$ cat src/hdl/quoted_token_lexer_defines.svh
// Assertion macros for the quoted token lexer.
// Each macro samples on i_clk and is disabled while i_rst_n is low.
`ifndef QUOTED_TOKEN_LEXER_DEFINES_SVH
`define QUOTED_TOKEN_LEXER_DEFINES_SVH

// Same-cycle implication.
`define QTL_ASSERT_NOW(label, ante, cons, msg) \
    label: assert property (@(posedge i_clk) disable iff (!i_rst_n) \
        (ante) |-> (cons)) else $error(msg);

// Next-cycle implication.
`define QTL_ASSERT_NEXT(label, ante, cons, msg) \
    label: assert property (@(posedge i_clk) disable iff (!i_rst_n) \
        (ante) |=> (cons)) else $error(msg);

`endif

$ cat src/hdl/qtl_pkg.sv
// Shared types and character constants for the quoted token lexer.
// No dependencies.
package qtl_pkg;

    // Lexer mode, one-hot.
    typedef enum logic [3:0] {
        MODE_BETWEEN = 4'b0001,
        MODE_PLAIN   = 4'b0010,
        MODE_QUOTED  = 4'b0100,
        MODE_ESCAPE  = 4'b1000
    } t_lex_mode;

    localparam logic [7:0] CH_SQUOTE = 8'h27;
    localparam logic [7:0] CH_DQUOTE = 8'h22;
    localparam logic [7:0] CH_BSLASH = 8'h5C;
    localparam logic [7:0] CH_N      = 8'h6E;
    localparam logic [7:0] CH_LF     = 8'h0A;
    localparam logic [7:0] CH_T      = 8'h74;
    localparam logic [7:0] CH_TAB    = 8'h09;
    localparam logic [7:0] CH_SPACE  = 8'h20;
    localparam logic [7:0] CH_CR     = 8'h0D;

    // Whitespace as isspace sees it: space and 0x09 to 0x0D.
    function automatic logic is_blank(input logic [7:0] c);
        return (c == CH_SPACE) || ((c >= CH_TAB) && (c <= CH_CR));
    endfunction

endpackage

$ cat src/hdl/quoted_token_lexer.sv
// Quoted token lexer: one request per cycle sustained while the result
// channel does not stall; lexer state updates as a request moves on to the
// result register. Input and result registers bracket the decode logic, so
// an empty input register takes a new request while a result is stalled.
// Reset (i_rst_n low, synchronous) empties both registers and returns the
// lexer to the between-tokens mode with no quote and no pending token.
// Depends on qtl_pkg and quoted_token_lexer_defines.svh.
`include "quoted_token_lexer_defines.svh"

module quoted_token_lexer import qtl_pkg::*; (
    input  logic       i_clk,
    input  logic       i_rst_n,
    // request channel
    input  logic       i_in_valid,
    output logic       o_in_stall,
    input  logic [7:0] i_in_byte,
    input  logic       i_last_of_line,
    // result channel
    output logic       o_out_valid,
    input  logic       i_out_stall,
    output logic       o_char_valid,
    output logic [7:0] o_out_char,
    output logic       o_token_end,
    output logic       o_line_end
);

    // ---------------------------------------------------------------
    // Pipeline control. The result register can load when it is empty
    // or its content leaves this cycle; the input register then moves
    // its request forward and may take a new one in the same edge.
    // ---------------------------------------------------------------
    logic       r_in_valid;
    logic [7:0] r_in_byte;
    logic       r_in_last;

    logic       r_out_valid;
    logic       r_char_valid;
    logic [7:0] r_out_char;
    logic       r_token_end;
    logic       r_line_end;

    logic out_ready;
    logic s1_fire;
    logic in_fire;

    assign out_ready  = !r_out_valid || !i_out_stall;
    assign s1_fire    = r_in_valid && out_ready;
    assign o_in_stall = r_in_valid && !out_ready;
    assign in_fire    = i_in_valid && !o_in_stall;

    // ---------------------------------------------------------------
    // Lexer state: mode, kind of the open quote, and whether the open
    // token has produced any character yet.
    // ---------------------------------------------------------------
    t_lex_mode r_mode, n_mode;
    logic      r_quote_dbl, n_quote_dbl;
    logic      r_tok_chars, n_tok_chars;

    // Per-byte decode before end-of-line handling.
    t_lex_mode  c_mode;
    logic       c_quote_dbl;
    logic       c_tok_chars;
    logic       c_valid;
    logic [7:0] c_char;
    logic       c_tend;
    logic [7:0] quote_ch;
    logic       blank;

    logic       n_char_valid;
    logic [7:0] n_out_char;
    logic       n_token_end;

    assign quote_ch = r_quote_dbl ? CH_DQUOTE : CH_SQUOTE;
    assign blank    = is_blank(r_in_byte);

    always_comb begin
        c_mode      = r_mode;
        c_quote_dbl = r_quote_dbl;
        c_tok_chars = r_tok_chars;
        c_valid     = 1'b0;
        c_char      = 8'h00;
        c_tend      = 1'b0;
        unique case (r_mode)
            MODE_BETWEEN: begin
                if (!blank) begin
                    if (r_in_byte == CH_SQUOTE || r_in_byte == CH_DQUOTE) begin
                        // opening quote: token starts empty
                        c_quote_dbl = (r_in_byte == CH_DQUOTE);
                        c_tok_chars = 1'b0;
                        c_mode      = MODE_QUOTED;
                    end else begin
                        c_valid     = 1'b1;
                        c_char      = r_in_byte;
                        c_tok_chars = 1'b1;
                        c_mode      = MODE_PLAIN;
                    end
                end
            end
            MODE_PLAIN: begin
                if (blank) begin
                    c_tend      = r_tok_chars;
                    c_tok_chars = 1'b0;
                    c_mode      = MODE_BETWEEN;
                end else begin
                    c_valid     = 1'b1;
                    c_char      = r_in_byte;
                    c_tok_chars = 1'b1;
                end
            end
            MODE_QUOTED: begin
                if (r_in_byte == quote_ch) begin
                    // closing quote; empty quoted token gives no token end
                    c_tend      = r_tok_chars;
                    c_tok_chars = 1'b0;
                    c_mode      = MODE_BETWEEN;
                end else if (r_in_byte == CH_BSLASH && !r_in_last) begin
                    c_mode = MODE_ESCAPE;
                end else begin
                    // includes a backslash on the last byte, kept literal
                    c_valid     = 1'b1;
                    c_char      = r_in_byte;
                    c_tok_chars = 1'b1;
                end
            end
            MODE_ESCAPE: begin
                c_valid = 1'b1;
                if (r_in_byte == CH_N) begin
                    c_char = CH_LF;
                end else if (r_in_byte == CH_T) begin
                    c_char = CH_TAB;
                end else begin
                    c_char = r_in_byte;
                end
                c_tok_chars = 1'b1;
                c_mode      = MODE_QUOTED;
            end
            default: begin
                c_mode = MODE_BETWEEN;
            end
        endcase
    end

    // End of line closes any open token that holds characters (an
    // unclosed quote too) and returns every state bit to reset.
    always_comb begin
        n_char_valid = c_valid;
        n_out_char   = c_char;
        n_token_end  = c_tend;
        n_mode       = c_mode;
        n_quote_dbl  = c_quote_dbl;
        n_tok_chars  = c_tok_chars;
        if (r_in_last) begin
            if (c_mode != MODE_BETWEEN && c_tok_chars) begin
                n_token_end = 1'b1;
            end
            n_mode      = MODE_BETWEEN;
            n_quote_dbl = 1'b0;
            n_tok_chars = 1'b0;
        end
    end

    // Control registers.
    always_ff @(posedge i_clk) begin
        if (!i_rst_n) begin
            r_in_valid  <= 1'b0;
            r_out_valid <= 1'b0;
            r_mode      <= MODE_BETWEEN;
            r_quote_dbl <= 1'b0;
            r_tok_chars <= 1'b0;
        end else begin
            if (in_fire) begin
                r_in_valid <= 1'b1;
            end else if (s1_fire) begin
                r_in_valid <= 1'b0;
            end
            if (out_ready) begin
                r_out_valid <= r_in_valid;
            end
            if (s1_fire) begin
                r_mode      <= n_mode;
                r_quote_dbl <= n_quote_dbl;
                r_tok_chars <= n_tok_chars;
            end
        end
    end

    // Payload registers, no reset.
    always_ff @(posedge i_clk) begin
        if (in_fire) begin
            r_in_byte <= i_in_byte;
            r_in_last <= i_last_of_line;
        end
        if (s1_fire) begin
            r_char_valid <= n_char_valid;
            r_out_char   <= n_out_char;
            r_token_end  <= n_token_end;
            r_line_end   <= r_in_last;
        end
    end

    assign o_out_valid  = r_out_valid;
    assign o_char_valid = r_char_valid;
    assign o_out_char   = r_out_char;
    assign o_token_end  = r_token_end;
    assign o_line_end   = r_line_end;

    // ---------------------------------------------------------------
    // Assertions
    // ---------------------------------------------------------------
    `QTL_ASSERT_NOW(a_char_zero, o_out_valid && !o_char_valid, o_out_char == 8'h00,
        "out_char not zero without a character")
    `QTL_ASSERT_NEXT(a_line_reset, s1_fire && r_in_last,
        r_mode == MODE_BETWEEN && !r_tok_chars && !r_quote_dbl,
        "lexer state not cleared after end of line")
    `QTL_ASSERT_NOW(a_between_empty, r_mode == MODE_BETWEEN, !r_tok_chars,
        "pending token characters between tokens")
    `QTL_ASSERT_NOW(a_plain_chars, r_mode == MODE_PLAIN, r_tok_chars,
        "unquoted token without characters")

endmodule
$ cat config.mk
export PLATFORM = sky130hd
export DESIGN_NAME = quoted_token_lexer
export DESIGN_NICKNAME = d
export VERILOG_FILES = /design/src/hdl/qtl_pkg.sv /design/src/hdl/quoted_token_lexer.sv
export VERILOG_INCLUDE_DIRS = /design/src /design/src/hdl
export SDC_FILE = /design/constraint.sdc
export NUM_CORES = 1
export LEC_CHECK = 0
export BUFFER_PORTS_ARGS = -buffer_cell sky130_fd_sc_hd__buf_2
export CAP_MARGIN = 20
export CORE_MARGIN = 4
export CORE_UTILIZATION = 58
export CTS_CLUSTER_SIZE = 20
export DETAILED_ROUTE_END_ITERATION = 8
export PLACE_DENSITY = 0.91
export SLEW_MARGIN = 30
export SYNTH_ARGS = -nofsm -noshare
export SYNTH_HDL_FRONTEND = slang
export SYNTH_SLANG_ARGS = --single-unit
$ cat constraint.sdc
create_clock -name i_clk -period 4.4 [get_ports i_clk]
set_input_delay 0.88 -clock i_clk [delete_from_list [all_inputs] [get_ports i_clk]]
set_output_delay 0.88 -clock i_clk [all_outputs]
set_load 0.01 [all_outputs]
* Word-level counts from Yosys, hierarchy flattened *
Cells that the tools add are included.

operators by class
  reductions and logical operators = 18
  muxes and demuxes = 38
  magnitude comparators = 2
  equal/unequal tests = 13

operators with widths
  kind                  number
  $mux W8               7
  $pmux W8 S4           1
  $eq A8 B6 Y1 const B  3
  $eq A8 B7 Y1 const B  3
  $mux W4               5
  $mux W1               19
  $pmux W4 S4           1
  $eq A8 B6 Y1          1
  $ge A8 B4 Y1 const B  1
  $le A8 B4 Y1 const B  1
  $pmux W1 S4           2
  $logic_and A1 B1 Y1   6
  $mux W3               2
  $reduce_bool A2 Y1    3
  $logic_not A1 Y1      5
  $eq A4 B1 Y1 const B  1
  $eq A4 B2 Y1 const B  1
  $eq A4 B3 Y1 const B  1
  $eq A4 B4 Y1 const B  1
  $ne A4 B1 Y1 const B  1
  $reduce_and A4 Y1     1
  $logic_or A1 B1 Y1    3
  $ne A2 B2 Y1 const B  1
  $pmux W1 S2           1

word-level totals
  input port bits = 13
  logic and storage cells = 82
  register bits = 28

* Depth between registers and ports, before layout *
  word-level depth = 9
  gate-level depth with buffers = 7
  depth with buffers taken out = 6

* Worst setup path before layout *
Ideal clock, no wire load.

  kind = register to register
  from = register r_in_byte[4]
  to = register r_out_char[2] (netlist: o_out_char[2]), data pin
  stages on the path, launching flop included = 7
  setup slack = 1.934 ns
  setup time = 0.255 ns
  buffers on the path = 0
  arrival time = 2.212 ns
  cells stage by stage = edfxtp_1 -> or3_1 -> or4b_1 -> o21a_1 -> and3_4 -> or3_4 -> and2_1

on the way
  word-level cells in the longest chain between the ends = 5
  elaborated cells between the ends (all ways) = 21
  classes of those cells = order compare (2); eq/ne (7); mux (8); reduce/logical (4)

ends and longest elaborated chain
  item                                               RTL line                                                                        RTL
  start: declaration                                 quoted_token_lexer.sv:33                                                        logic [7:0] r_in_byte;
  start signal: assignment                           quoted_token_lexer.sv:190                                                       r_in_byte <= i_in_byte;
  $ge A8 B4 Y1, or another cell as far along         qtl_pkg.sv:25                                                                   return (c == CH_SPACE) || ((c >= CH_TAB) && (c <= CH_CR));
  $logic_and A1 B1 Y1, or another cell as far along  qtl_pkg.sv:25
  $logic_or A1 B1 Y1, or another cell as far along   qtl_pkg.sv:25
  $mux W8, on equally long branches                  quoted_token_lexer.sv:100, quoted_token_lexer.sv:85, quoted_token_lexer.sv:111
  $pmux W8 S4 *                                      quoted_token_lexer.sv:83                                                        unique case (r_mode)
  net c_char[2]                                      quoted_token_lexer.sv:64                                                        logic [7:0] c_char;
  end signal: assignment                             quoted_token_lexer.sv:195                                                       r_out_char <= n_out_char;
  end: declaration                                   quoted_token_lexer.sv:38                                                        logic [7:0] r_out_char;

The timed path passes the listed nets; every way through them passes the cells marked *.
A chain may end at the register's enable or synchronous reset.

* Worst setup path in the final report *
  from = register r_in_byte[4]
  to = register r_out_char[6] (netlist: o_out_char[6]), data pin

The elaborated chain is that of the path after synthesis.

==> reports/metrics.cfg <==
[die]
io_pins = 26
rows = 17
fp.dieW_um = 57.5
design.core.area_um2 = 2280
die_y_um = 57.5
die-area_um2 = 3300
initial_core_util = 0.624

[clocking]
postCtsSetupBuffers = 0
htreeDepth = 1
post_cts_resize_count = 0
cts_tree = yes
cts_sinks = 28
cts_buffer_depth = 2
path_clk_slew_ns = 0.15
cts_inserted_buffers = 3
cts_root_buf = clkbuf_4
hold_buffers = 0
clk_latency_ns = 0.32

[timing]
setup_viol = 0
tightestPinTransition_ns = 0.750
hold_viol_final = 0
slew_headroom = 0.499
fin_crit_sh = 0.593
clock.fmax_mhz = 383
fin_ws_ns = 1.79
clock-skew-final_ns = 0.00209
min_period_ns = 2.61
tns_ns = 0
rsz0062_at_grt = no
report.final.slew_viol_count = 0

[worst_hold_path]
min_path_type = flop to flop

[placed_design]
port-buffer-count = 25
hpwl_um = 2180
placed_cells = 181
place_congestion = 0.926
post-place-ws_ns = 1.81

[setup_path]
critPathRequiredTime_ns = 4.50
crit_fanout = 6
worstPathArrival_ns = 2.71
start_kind = flop
cp-end-kind = flop
critical_path_class = flop to flop

[global_route]
grtUsageMet1 = 0.226
track_usage = 0.179
grt.busiest_layer = met2
grt_pass1_vias = 1115
grt_util_met3 = 0.0226
met2_usage = 0.315
gr-total-overflow = 0
grt_max_degree = 16
grt_pass1_wl_um = 4710
antenna_found_initial = 0

[power]
ir_worst_vdd_mv = 0.251
switching_share = 0.246
switchingPower_uw = 118
power.internal_uw = 361
p_comb_frac = 0.122
p_total_uw = 479
power_frac_seq = 0.651
power.leakage_nw = 0.598
p_per_area_nw_per_um2 = 303
clkPwrFrac = 0.226

[synth]
synth_warnings = 0
avgSynthCellArea_um2 = 10.5
synthXorXnorAreaFrac = 0.0123
syn_nets = 148
async_flop_share = 0
ys_types = 45
synth_cells = 135
synth_top_family_by_area = simple AND/OR/NAND/NOR gates
synth_compound_area_frac = 0.144
netlist_area_um2 = 1420
yosys.area_share.simple = 0.275
yosysSeqAreaShare = 0.536
synth_edf_count = 20
synth_flop_cell = edfxtp_1
synth.area.mux_share = 0.00705
synthAdderAreaFrac = 0
ys_seq_elements = 28

[detailed_routing]
drt-pass1-iter-count = 4
drtIter0Drc = 49
wl_um = 2870
postRouteAntennaNets = 0
drc = 0
wire_per_inst_um = 15.5
vias = 1124
via_per_inst = 6.08

[finish]
n_antenna_cell = 0
syn2layout_area_growth_pct = 11.3
drive_gt1_frac = 0.210
layout.nets = 171
instances_no_fill = 185
fill_cells = 167

[outcome]
outcome = finished clean

[job]
max_cap_violations = 0

## power by group through the flow
stage,Clock (mW),Combinational (mW),Sequential (mW)
after global routing,0.120,0.0647,0.314
after global placement,0,0.0568,0.317
after CTS,0.107,0.0587,0.312
final,0.108,0.0586,0.312
after floorplan,0,0.0405,0.314
after detailed placement,0,0.0583,0.318
## through the flow
| step | hold WS, ns | area [µm²] | util |
|---|---|---|---|
| CTS | 0.538 | 1580 | 0.694 |
| global route | 0.566 | 1580 | 0.694 |
| finish | 0.535 | 1580 | 0.694 |
| detailed placement | 0.505 | 1550 | 0.683 |
| floorplan | 0.472 | 1420 | - |
| global placement | 0.498 | 1550 | 0.683 |
## cell usage in the layout, fill, tap and decap left out, types with 2 or more instances in the layout
| cell type | synthesis | routed |
|---|---|---|
| nand2_1 | 8 | 8 |
| and3_1 | 2 | 2 |
| nor2_1 | 9 | 9 |
| o21ai_0 | 7 | 7 |
| nor4_1 | 2 | 2 |
| clkbuf_4 | 0 | 3 |
| or4b_1 | 3 | 3 |
| o31ai_1 | 2 | 2 |
| nand2b_1 | 2 | 2 |
| nand3b_1 | 2 | 2 |
| inv_1 | 3 | 3 |
| and2_1 | 6 | 6 |
| or3_4 | 2 | 2 |
| or3_1 | 2 | 2 |
| o21a_1 | 3 | 3 |
| nor2b_1 | 9 | 9 |
| a21oi_1 | 6 | 6 |
| buf_2 | 0 | 25 |
| nor3_1 | 6 | 6 |
| edfxtp_1 | 20 | 20 |
| dfxtp_1 | 8 | 8 |
| nor3b_1 | 2 | 2 |
## logic make-up after synthesis
logic type / count (synthesis)
compound gates: 31
buf+inv: 10
xor+xnor: 2
flops: 28
mux: 1
simple gates: 63
## layout make-up
cell class                 instances  area (µm²)  area share
clock buffer                       3        22.5      0.0143
clock inverter                     1        3.75     0.00238
inverter                           3        11.3     0.00713
multi-input combinational         97         622       0.394
sequential                        28         761       0.481
tap                               28        35.0      0.0222
timing repair buffer              25         125      0.0792
## registers in the layout, summed over array words and instances (netlist names)
name,cells
o_out_char,8
r_in_byte,8
r_mode,4
o_char_valid,1
o_line_end,1
o_out_valid,1
o_token_end,1
r_in_last,1
r_in_valid,1
r_quote_dbl,1
r_tok_chars,1
## worst max-delay path, cell delays in order (launching register included)
cell and delay, ns:
edfxtp_1 0.48, or3_1 0.41, or4b_1 0.53, o21a_1 0.22, and3_4 0.20, or3_4 0.37
and2_1 0.17
## final timing paths
path | from | to | slack (ns) | cells after the start
max | r_in_byte[4]$_DFFE_PP_ | o_out_char[6]$_DFFE_PP_ | 1.79 | 6
min | r_in_valid$_SDFFE_PN0P_ | o_out_valid$_SDFFE_PN0P_ | 0.54 | 2
max reg2reg | r_in_byte[4]$_DFFE_PP_ | o_out_char[6]$_DFFE_PP_ | 1.79 | 6
min reg2reg | r_in_valid$_SDFFE_PN0P_ | o_out_valid$_SDFFE_PN0P_ | 0.54 | 2
## cell usage after synthesis (2+ instances only)
library cell | number | area share
or3_4 | 2 | 0.016
o21a_1 | 3 | 0.016
nor4_1 | 2 | 0.0088
nor2b_1 | 9 | 0.040
and3_1 | 2 | 0.0088
clkbuf_1 | 7 | 0.019
edfxtp_1 | 20 | 0.42
nor3b_1 | 2 | 0.011
nor2_1 | 9 | 0.024
nor3_1 | 6 | 0.021
nand2b_1 | 2 | 0.0088
o31ai_1 | 2 | 0.011
a21oi_1 | 6 | 0.021
or3_1 | 2 | 0.0088
nand3b_1 | 2 | 0.011
dfxtp_1 | 8 | 0.11
inv_1 | 3 | 0.0079
or4b_1 | 3 | 0.021
o21ai_0 | 7 | 0.025
and2_1 | 6 | 0.026
nand2_1 | 8 | 0.021
## layer usage
| layer | share of wire | vias to the layer above |
|---|---|---|
| met5 | 0 | - |
| met4 | 0.012 | 0 |
| met3 | 0.062 | 6 |
| met2 | 0.50 | 42 |
| met1 | 0.43 | 530 |
| li1 | - | 546 |
(Power assumes the default switching activity.)
